[src/hdl/line_pair_selector_unit_macros.svh]
// Assertion macros for the line pair selector.
// No dependencies.
`ifndef LINE_PAIR_SELECTOR_UNIT_MACROS_SVH
`define LINE_PAIR_SELECTOR_UNIT_MACROS_SVH
`define LPS_ASSERT_IMP(lbl, a, c) \
  lbl: assert property (@(posedge clk) disable iff (!rst_n) (a) |-> (c)) \
    else $error("lps check failed");
`define LPS_ASSERT_NXT(lbl, a, c) \
  lbl: assert property (@(posedge clk) disable iff (!rst_n) (a) |=> (c)) \
    else $error("lps check failed");
`endif

[src/hdl/lps_pkg.sv]
// Types and constants of the line pair selector.
// No dependencies.
package lps_pkg;
  localparam int SLOPE_W = 16;
  localparam int OFS_W   = 16;
  localparam int ERR_W   = 16;
  localparam int BRI_W   = 32;
  localparam int IDX_W   = 6;
  localparam int CONF_W  = 16;
  localparam logic [1:0] REG_ANGLE   = 2'd0;
  localparam logic [1:0] REG_ERROR   = 2'd1;
  localparam logic [1:0] REG_GAP_MAX = 2'd2;
  localparam logic [1:0] REG_GAP_MIN = 2'd3;

  typedef struct packed {
    logic [14:0] max_angle;
    logic [15:0] max_err;
    logic [11:0] max_gap;
    logic [11:0] min_gap;
  } cfg_t;

  typedef struct packed {
    logic start;
    logic [47:0] num;
    logic [31:0] den;
  } div_req_t;

  typedef struct packed {
    logic busy;
    logic done;
    logic [16:0] quo;
  } div_rsp_t;
endpackage

[src/hdl/lps_divider.sv]
// Restoring divider, one quotient bit per cycle while busy, keeping the low 17 quotient bits.
// Depends on lps_pkg.
module lps_divider import lps_pkg::*; (
  input  logic     clk,
  input  logic     rst_n,
  input  div_req_t req,
  output div_rsp_t rsp
);
  logic [48:0] rem_r, rem_nxt;
  logic [47:0] num_r, num_nxt;
  logic [31:0] den_r, den_nxt;
  logic [16:0] quo_r, quo_nxt;
  logic [5:0]  cnt_r, cnt_nxt;
  logic        busy_r, busy_nxt, done_r, done_nxt;
  logic [48:0] sh;

  // quotient < 2^16 guaranteed by num < den before the shift; 48 steps
  always_comb begin
    rem_nxt = rem_r; num_nxt = num_r; den_nxt = den_r; quo_nxt = quo_r;
    cnt_nxt = cnt_r; busy_nxt = busy_r; done_nxt = 1'b0;
    sh = {rem_r[47:0], num_r[47]};
    if (req.start) begin
      rem_nxt = '0; num_nxt = req.num; den_nxt = req.den; quo_nxt = '0;
      cnt_nxt = 6'd48; busy_nxt = 1'b1;
    end else if (busy_r) begin
      num_nxt = {num_r[46:0], 1'b0};
      if (sh >= {17'd0, den_r}) begin
        rem_nxt = sh - {17'd0, den_r};
        quo_nxt = {quo_r[15:0], 1'b1};
      end else begin
        rem_nxt = sh;
        quo_nxt = {quo_r[15:0], 1'b0};
      end
      cnt_nxt = cnt_r - 6'd1;
      if (cnt_r == 6'd1) begin
        busy_nxt = 1'b0; done_nxt = 1'b1;
      end
    end
  end

  always_ff @(posedge clk) begin
    rem_r <= rem_nxt; num_r <= num_nxt; den_r <= den_nxt; quo_r <= quo_nxt;
    if (!rst_n) begin
      cnt_r <= '0; busy_r <= 1'b0; done_r <= 1'b0;
    end else begin
      cnt_r <= cnt_nxt; busy_r <= busy_nxt; done_r <= done_nxt;
    end
  end

  assign rsp.busy = busy_r;
  assign rsp.done = done_r;
  assign rsp.quo  = quo_r;
endmodule

[config.mk]
export PLATFORM = sky130hd
export DESIGN_NAME = lps_divider
export DESIGN_NICKNAME = d
export VERILOG_FILES = /design/src/hdl/line_pair_selector_unit_macros.svh /design/src/hdl/lps_pkg.sv /design/src/hdl/lps_divider.sv
export SDC_FILE = /design/constraint.sdc
export NUM_CORES = 1
export LEC_CHECK = 0
export ABC_AREA = 1
export BUFFER_PORTS_ARGS = -buffer_cell sky130_fd_sc_hd__buf_4
export CAP_MARGIN = 20
export CORE_AREA = 2 2 171 173
export DETAILED_ROUTE_END_ITERATION = 7
export DIE_AREA = 0 0 173 175
export PLACE_DENSITY = 0.64
export SETUP_SLACK_MARGIN = 0.3
export SYNTH_ARGS = -nofsm -noshare
export SYNTH_HDL_FRONTEND = slang
export SYNTH_SLANG_ARGS = --single-unit
[constraint.sdc]
create_clock -name clk -period 3.7 [get_ports clk]
set_clock_uncertainty 0.2 [all_clocks]
set_input_delay 0.74 -clock clk [delete_from_list [all_inputs] [get_ports clk]]
set_output_delay 0.74 -clock clk [all_outputs]
set_load 0.02 [all_outputs]
==> results of run 1 <==
-- routing by layer --
metal	vias to the layer above	track usage (%)	routed length, µm
li1	4674	-	-
met1	4006	26.3	13700
met2	240	31.0	13100
met3	29	4.22	1710
met4	0	5.40	503
met5	-	0	0
-- sequential cells by signal, indices dropped and copies added, names as in the netlist --
name / cells
rem_r: 48
num_r: 48
cnt_r: 6
busy_r: 1
quo_r: 17
done_r: 1
den_r: 32
-- power breakdown --
part	switching (µW)	internal, µW	total (µW)
logic	1140	558	1690
clock network	944	940	1880
registers	118	1970	2090
total	2200	3470	5670
-- logic make-up (layout without fill, tap and decap cells) --
kind of cell             count (synthesis)  count (layout)
AND/OR/NAND/NOR                        866             866
buffers and inverters                  288             398
flip-flops                             153             153
AO/OA/AOI/OAI                           87              87
adder cells (fa/ha/maj)                 35              35
XOR/XNOR                                21              21
-- final cells by class --
type | instances | area share, %
Multi-Input combinational cell | 1009 | 41.8
Inverter | 256 | 8.27
Clock inverter | 15 | 1.78
Timing Repair Buffer | 110 | 7.10
Clock buffer | 17 | 3.66
Tap cell | 384 | 4.13
Sequential cell | 153 | 33.2
-- tightest hold or removal path: cells and delay by family, from the launching register on --
kind / cells / cell delay (ns)
compound gates: 1 / 0.05
flops: 1 / 0.34
simple gates: 1 / 0.05
-- path summary, 6_finish.rpt --
kind | depth (start not counted) | from | slack, ns | end
min reg2reg | 2 | quo_r[16] | 0.27 | quo_r[16]
max | 14 | den_r[14] | 0.71 | rem_r[16]
min | 2 | quo_r[16] | 0.27 | quo_r[16]
max reg2reg | 14 | den_r[14] | 0.71 | rem_r[16]
-- per-stage QoR --
step	setup WS [ns]	area, µm²	total power [µW]
finish	0.708	11600	5670
global route	0.460	11600	6020
CTS	0.721	11600	5710
global placement	0.842	11000	3800
floorplan	0.312	9880	3310
detailed placement	0.763	11000	3800
-- cells in the final DEF, fill, tap and decap left out, types with 4 or more instances in the layout --
cell type  Yosys  layout
a21oi_1       36      36
buf_4          3     110
clkbuf_16      0      17
clkinv_8       0       6
dfxtp_1       73      73
edfxtp_1      80      80
ha_1          34      34
inv_1        240     240
inv_2         14      15
nand2_1      600     600
nand2_2       16      16
nand2_4        4       4
nand3_1       74      74
nand3_2       24      24
nand4_1       20      20
nor2_1        85      84
nor2_2        14      15
nor3_1        11      11
o21ai_0       23      23
o21ai_1        6       6
o22ai_1       14      14
xor2_1        19      19
==> metrics.cfg, run 1 <==
[timing]
hold_slack_ns=0.272
timing.fmax_ghz=0.334
finalHoldViolCount=0
max_slew.worst_pin.slew_ns=0.776
period_needed_ns=2.99
finalSetupViolCount=0
rsz0062_at_grt=false
maxSlewViolCount=0
finalSetupTns_ns=0
fin_crit_sh_pct=80.9
timing.slew.headroom_pct=48.3

[floorplanning]
die_h_um=175
die_w_um=173
dieArea_um2=30300
row_count=62
ioPinCount=102
start_util_pct=34.8
coreArea_um2=28400

[layout]
area_delta_synth_final_pct=17.7
drive_above_1_share_pct=14.4
final_nets=1665
postLayoutCoreUtil_pct=40.9
multi_input_area_um2=4860
fillers=3051
instances_no_fill=1944
ff_latch_area_um2=3860
n_antenna_cell=0

[worst_setup_path]
crit_chain=inv_1 > ha_1 > nand2_1 > nor2_2 > nand3_1 > nor2_1 > nand3_2 > nand2_2 > nor2_4 > nand2_4 > nand3_4 > inv_2 > nand2_1 > nand3_2
worstPathArrival_ns=3.17
crit_type=flop to flop
cpPeakStageDelay_ns=0.36
startpoint_type=flop
crit_slowest_cell=ha_1
cp-end-kind=flop
path_buf_inv=2
cp.required_ns=3.88
crit_family=simple AND/OR/NAND/NOR gates
crit_fanout=33

[job]
max-cap-violations=0

[yosys]
synthMuxAreaShare_pct=0
yosys.area.top_type=edfxtp_1
synth_flop_cell=edfxtp_1
avgSynthCellArea_um2=6.81
synth-xor-area-share_pct=1.86
yosysWarnings=0
synth_top_family_by_area=simple AND/OR/NAND/NOR gates
yosys-top-cells-count=nand2_1 (600), inv_1 (240), nor2_1 (85)
synth_top_cell_area_share_pct=24.3
ys_top_cells_by_area=edfxtp_1 (24%), nand2_1 (23%), dfxtp_1 (15%), inv_1 (9.1%), ha_1 (4.3%)
postSynth.asyncResetShare_pct=0
synth_compound_area_share_pct=4.80
synth_nets=1568
seq_area_frac_synth_pct=39.1
synthCells=1450
synthSimpleGateAreaFrac_pct=38.0
synth_fa_ha_area_share_pct=4.51
synth-seq-cells=153
synth.most_common_cell=nand2_1
synth_edf_count=80
yosysUniqueCellTypes=43
syn-cell-area_um2=9880

[clock_network]
cts_setup_buffers=0
h-tree-depth=4
cts_hold_buf=0
clk_pin_slew_ns=0.08
cts.path.max_buffers=2
ctsResizeCount=0
clock_latency_ns=0.45
cts_tree=done
clock_sinks=153
root_buffer=clkbuf_16
cts_buffers=17

[detailed_routing]
vias=8949
drt_first_pass_iters=5
via_per_inst=4.60
routed_wl_um=28900
drc=0
routedWlPerCell_um=14.9
drtIter0Drc=672
antenna_left=0

[global_route]
overflow=0
antenna_found_initial=0
grt_max_degree=66
grt_first_pass_wirelength_um=45900
grt_usage_pct=19.3
grt_pass1_vias=8671

[placed_design]
portBuffers=101
hpwlAfterDp_um=22300
post-place-cells=1912
gp_routability_congestion=0.978

[hold_path]
hold_path.class=flop to flop

[power_and_ir_drop]
peakVddDrop_mv=0.272
powerDensity_nw_per_um2=487
power.leakage_uw=0.00605

[run_status]
status=finished clean

No activity file was read; power rests on OpenSTA's default activity.
==> run 2, diff against run 1 <==
--- a/config.mk
+++ b/config.mk
@@ -5,13 +5,13 @@
 export SDC_FILE = /design/constraint.sdc
 export NUM_CORES = 1
 export LEC_CHECK = 0
-export ABC_AREA = 1
+export ABC_AREA = 0
 export BUFFER_PORTS_ARGS = -buffer_cell sky130_fd_sc_hd__buf_4
 export CAP_MARGIN = 20
-export CORE_AREA = 2 2 171 173
+export CORE_AREA = 2 2 158 160
 export DETAILED_ROUTE_END_ITERATION = 7
-export DIE_AREA = 0 0 173 175
-export PLACE_DENSITY = 0.64
+export DIE_AREA = 0 0 160 162
+export PLACE_DENSITY = 0.66
 export SETUP_SLACK_MARGIN = 0.3
 export SYNTH_ARGS = -nofsm -noshare
 export SYNTH_HDL_FRONTEND = slang
==> constraint.sdc (replaced) <==
create_clock -name clk -period 2.5 [get_ports clk]
set_clock_uncertainty 0.2 [all_clocks]
set_input_delay 0.5 -clock clk [delete_from_list [all_inputs] [get_ports clk]]
set_output_delay 0.5 -clock clk [all_outputs]
set_load 0.02 [all_outputs]
==> metrics.cfg, run 2 <==
[placed_design]
placed_area_um2=10900
portBuffers=101
place_ws_ns=-0.604
hpwlAfterDp_um=15600
gp_routability_congestion=0.896

[clock_network]
cts_hold_buf=0
cts_tree=done
root_buffer=clkbuf_16
clock_sinks=153
cts_buffers=17
h-tree-depth=4
cts.path.max_buffers=2
clk_pin_slew_ns=0.09
clock_latency_ns=0.44

[worst_setup_path]
worstPathArrival_ns=3.13
crit_type=flop to flop
worstReg2RegEnd=rem_r[20]
cp-end-kind=flop
cpPeakStageDelay_ns=0.43
path_buf_inv=5
crit_chain=inv_1 > fa_2 > nor2b_4 > o2111ai_2 > a21oi_2 > buf_4 > o211ai_1 > o31ai_2 > buf_4 > buf_4 > buf_6 > xnor2_2 > nor2_2 > a21oi_2 > a211oi_1
crit_family=compound AO/OA/AOI/OAI gates
r2r_setup_slack_ns=-0.48
crit_slowest_cell=fa_2
crit_fanout=4
crit_top_cell=buf_4
rr_worst_depth=15
startpoint_type=flop
rr_startpoint=rem_r[0]
cp.required_ns=2.65

[detailed_routing]
via_per_inst=5.11
drtIter0Drc=484
vias=7354
antenna_left=0
drt_first_pass_iters=5
routedWlPerCell_um=16.3
drc=0
routed_wl_um=23500

[hold_path]
hold_path.class=primary input to flop
hold_path_depth=1
hold_start=req[14]
whs_endpoint=den_r[14]

[power_and_ir_drop]
internal_power_uw=5870
clkPwrFrac_pct=30.9
p_sw_uw=2980
switching_share_pct=33.7
seqPwrFrac_pct=34.3
peakVddDrop_mv=0.381
power.share.combinational_pct=34.9
power.leakage_uw=0.00524
powerDensity_nw_per_um2=695

[timing]
period_needed_ns=2.98
timing.slew.headroom_pct=55.2
max_slew.worst_pin.slew_ns=0.673
finalSetupTns_ns=-17.24
hold_slack_ns=0.0258
timing.fmax_ghz=0.336
fin_ws_ns=-0.477
rsz0062_at_grt=true
fin_crit_sh_pct=119
maxSlewViolCount=0
finalHoldViolCount=0
finalSetupViolCount=49

[floorplanning]
ioPinCount=102
die_h_um=162
coreArea_um2=24100
dieArea_um2=25900
row_count=57
die_w_um=160
start_util_pct=34.8

[layout]
final_common_cell=buf_4
postLayoutCellArea_um2=12700
final_cell_mix=buf_4 (260), nor2_1 (80), edfxtp_1 (80), dfxtp_1 (70), mux2_2 (47)
final_nets=1221
postLayoutCoreUtil_pct=52.8
top_regs=num_r: 48 flops, rem_r: 48 flops, den_r: 32 flops
drive_above_1_share_pct=48.5
n_antenna_cell=0
area_delta_synth_final_pct=51.7

[run_status]
violations=negative setup slack
status=complete, but fails checks

[global_route]
antenna_found_initial=0
overflow=0
grt_max_degree=72
grt_usage_pct=17.6
grt_first_pass_wirelength_um=37000
grt_pass1_vias=7379

[yosys]
synth_top_cell_area_share_pct=28.6
seq_area_frac_synth_pct=46.1
synthCells=836
synth.most_common_cell=nor2_1
yosysUniqueCellTypes=69
yosysWarnings=0
syn-cell-area_um2=8390
postSynth.asyncResetShare_pct=0
avgSynthCellArea_um2=10.0
synth_flop_cell=edfxtp_1
synth_nets=954
ys_top_cells_by_area=edfxtp_1 (29%), dfxtp_1 (17%), mux2_2 (6.3%), ha_1 (5.1%), nor2_1 (4.2%)
synth_edf_count=80
synth-seq-cells=153
yosys.area.top_type=edfxtp_1
yosys-top-cells-count=nor2_1 (93), edfxtp_1 (80), dfxtp_1 (73)

[job]
max-cap-violations=0

[run 2: cell type report]
type                            count  area [µm²]
Inverter                           47         180
Clock buffer                       17         425
Multi-Input combinational cell    586        5150
Fill cell                        2113       11400
Timing Repair Buffer              298        2490
Sequential cell                   153        3870
Tap cell                          324         405
Clock inverter                     15         204
[run 2: what timing repair did]
action | 4_1_cts | 5_1_grt
setup endpoints to repair | 50 | 49
resized for setup | 100 | 70
hold endpoints to repair | 0 | 0
pin swaps | 54 | 48
buffers inserted | 22 | 11
gates cloned | 1 | 2
[run 2: cell families after synthesis]
group,share of synthesized area [%]
xor gates and xnor gates,4.80
buffers and inverters,5.04
DFF,46.1
and+or+nand+nor,13.6
adders and majority gates,5.31
muxes,9.17
AOI/OAI and AO/OA,16.0
[run 2: metal layers]
metal,track usage (%),vias up,part of all wire (%)
li1,-,3571,-
met3,4.55,40,5.2
met2,28.7,212,48
met4,5.81,0,2.1
met1,23.0,3531,45
met5,0,-,0
[run 2: per-stage QoR]
stage | instances | total power (µW)
after floorplan | 836 | 4580
after global placement | 1372 | 5500
after detailed placement | 1372 | 5530
after CTS | 1427 | 8610
after global routing | 1440 | 9290
final | 1440 | 8850
[run 2: power groups by stage]
| stage | sequential (µW) | combinational [µW] | clock [µW] |
|---|---|---|---|
| 2_1_floorplan | 3060 | 1520 | 0 |
| 3_3_place_gp | 3070 | 2440 | 0 |
| 3_5_place_dp | 3070 | 2460 | 0 |
| 4_1_cts | 3030 | 2780 | 2800 |
| 5_1_grt | 3060 | 3320 | 2910 |
| 6_report | 3030 | 3090 | 2730 |
[run 2: worst max path at each step]
stage,start,end,depth (start not counted),slack (ns)
6_report,rem_r[0],rem_r[20],15,-0.48
2_1_floorplan,num_r[47],rem_r[46],11,-0.26
3_5_place_dp,num_r[47],rem_r[46],11,-0.60
3_3_place_gp,num_r[47],rem_r[46],11,-0.41
5_1_grt,num_r[47],rem_r[26],14,-0.70
4_1_cts,num_r[47],rem_r[46],11,-0.46
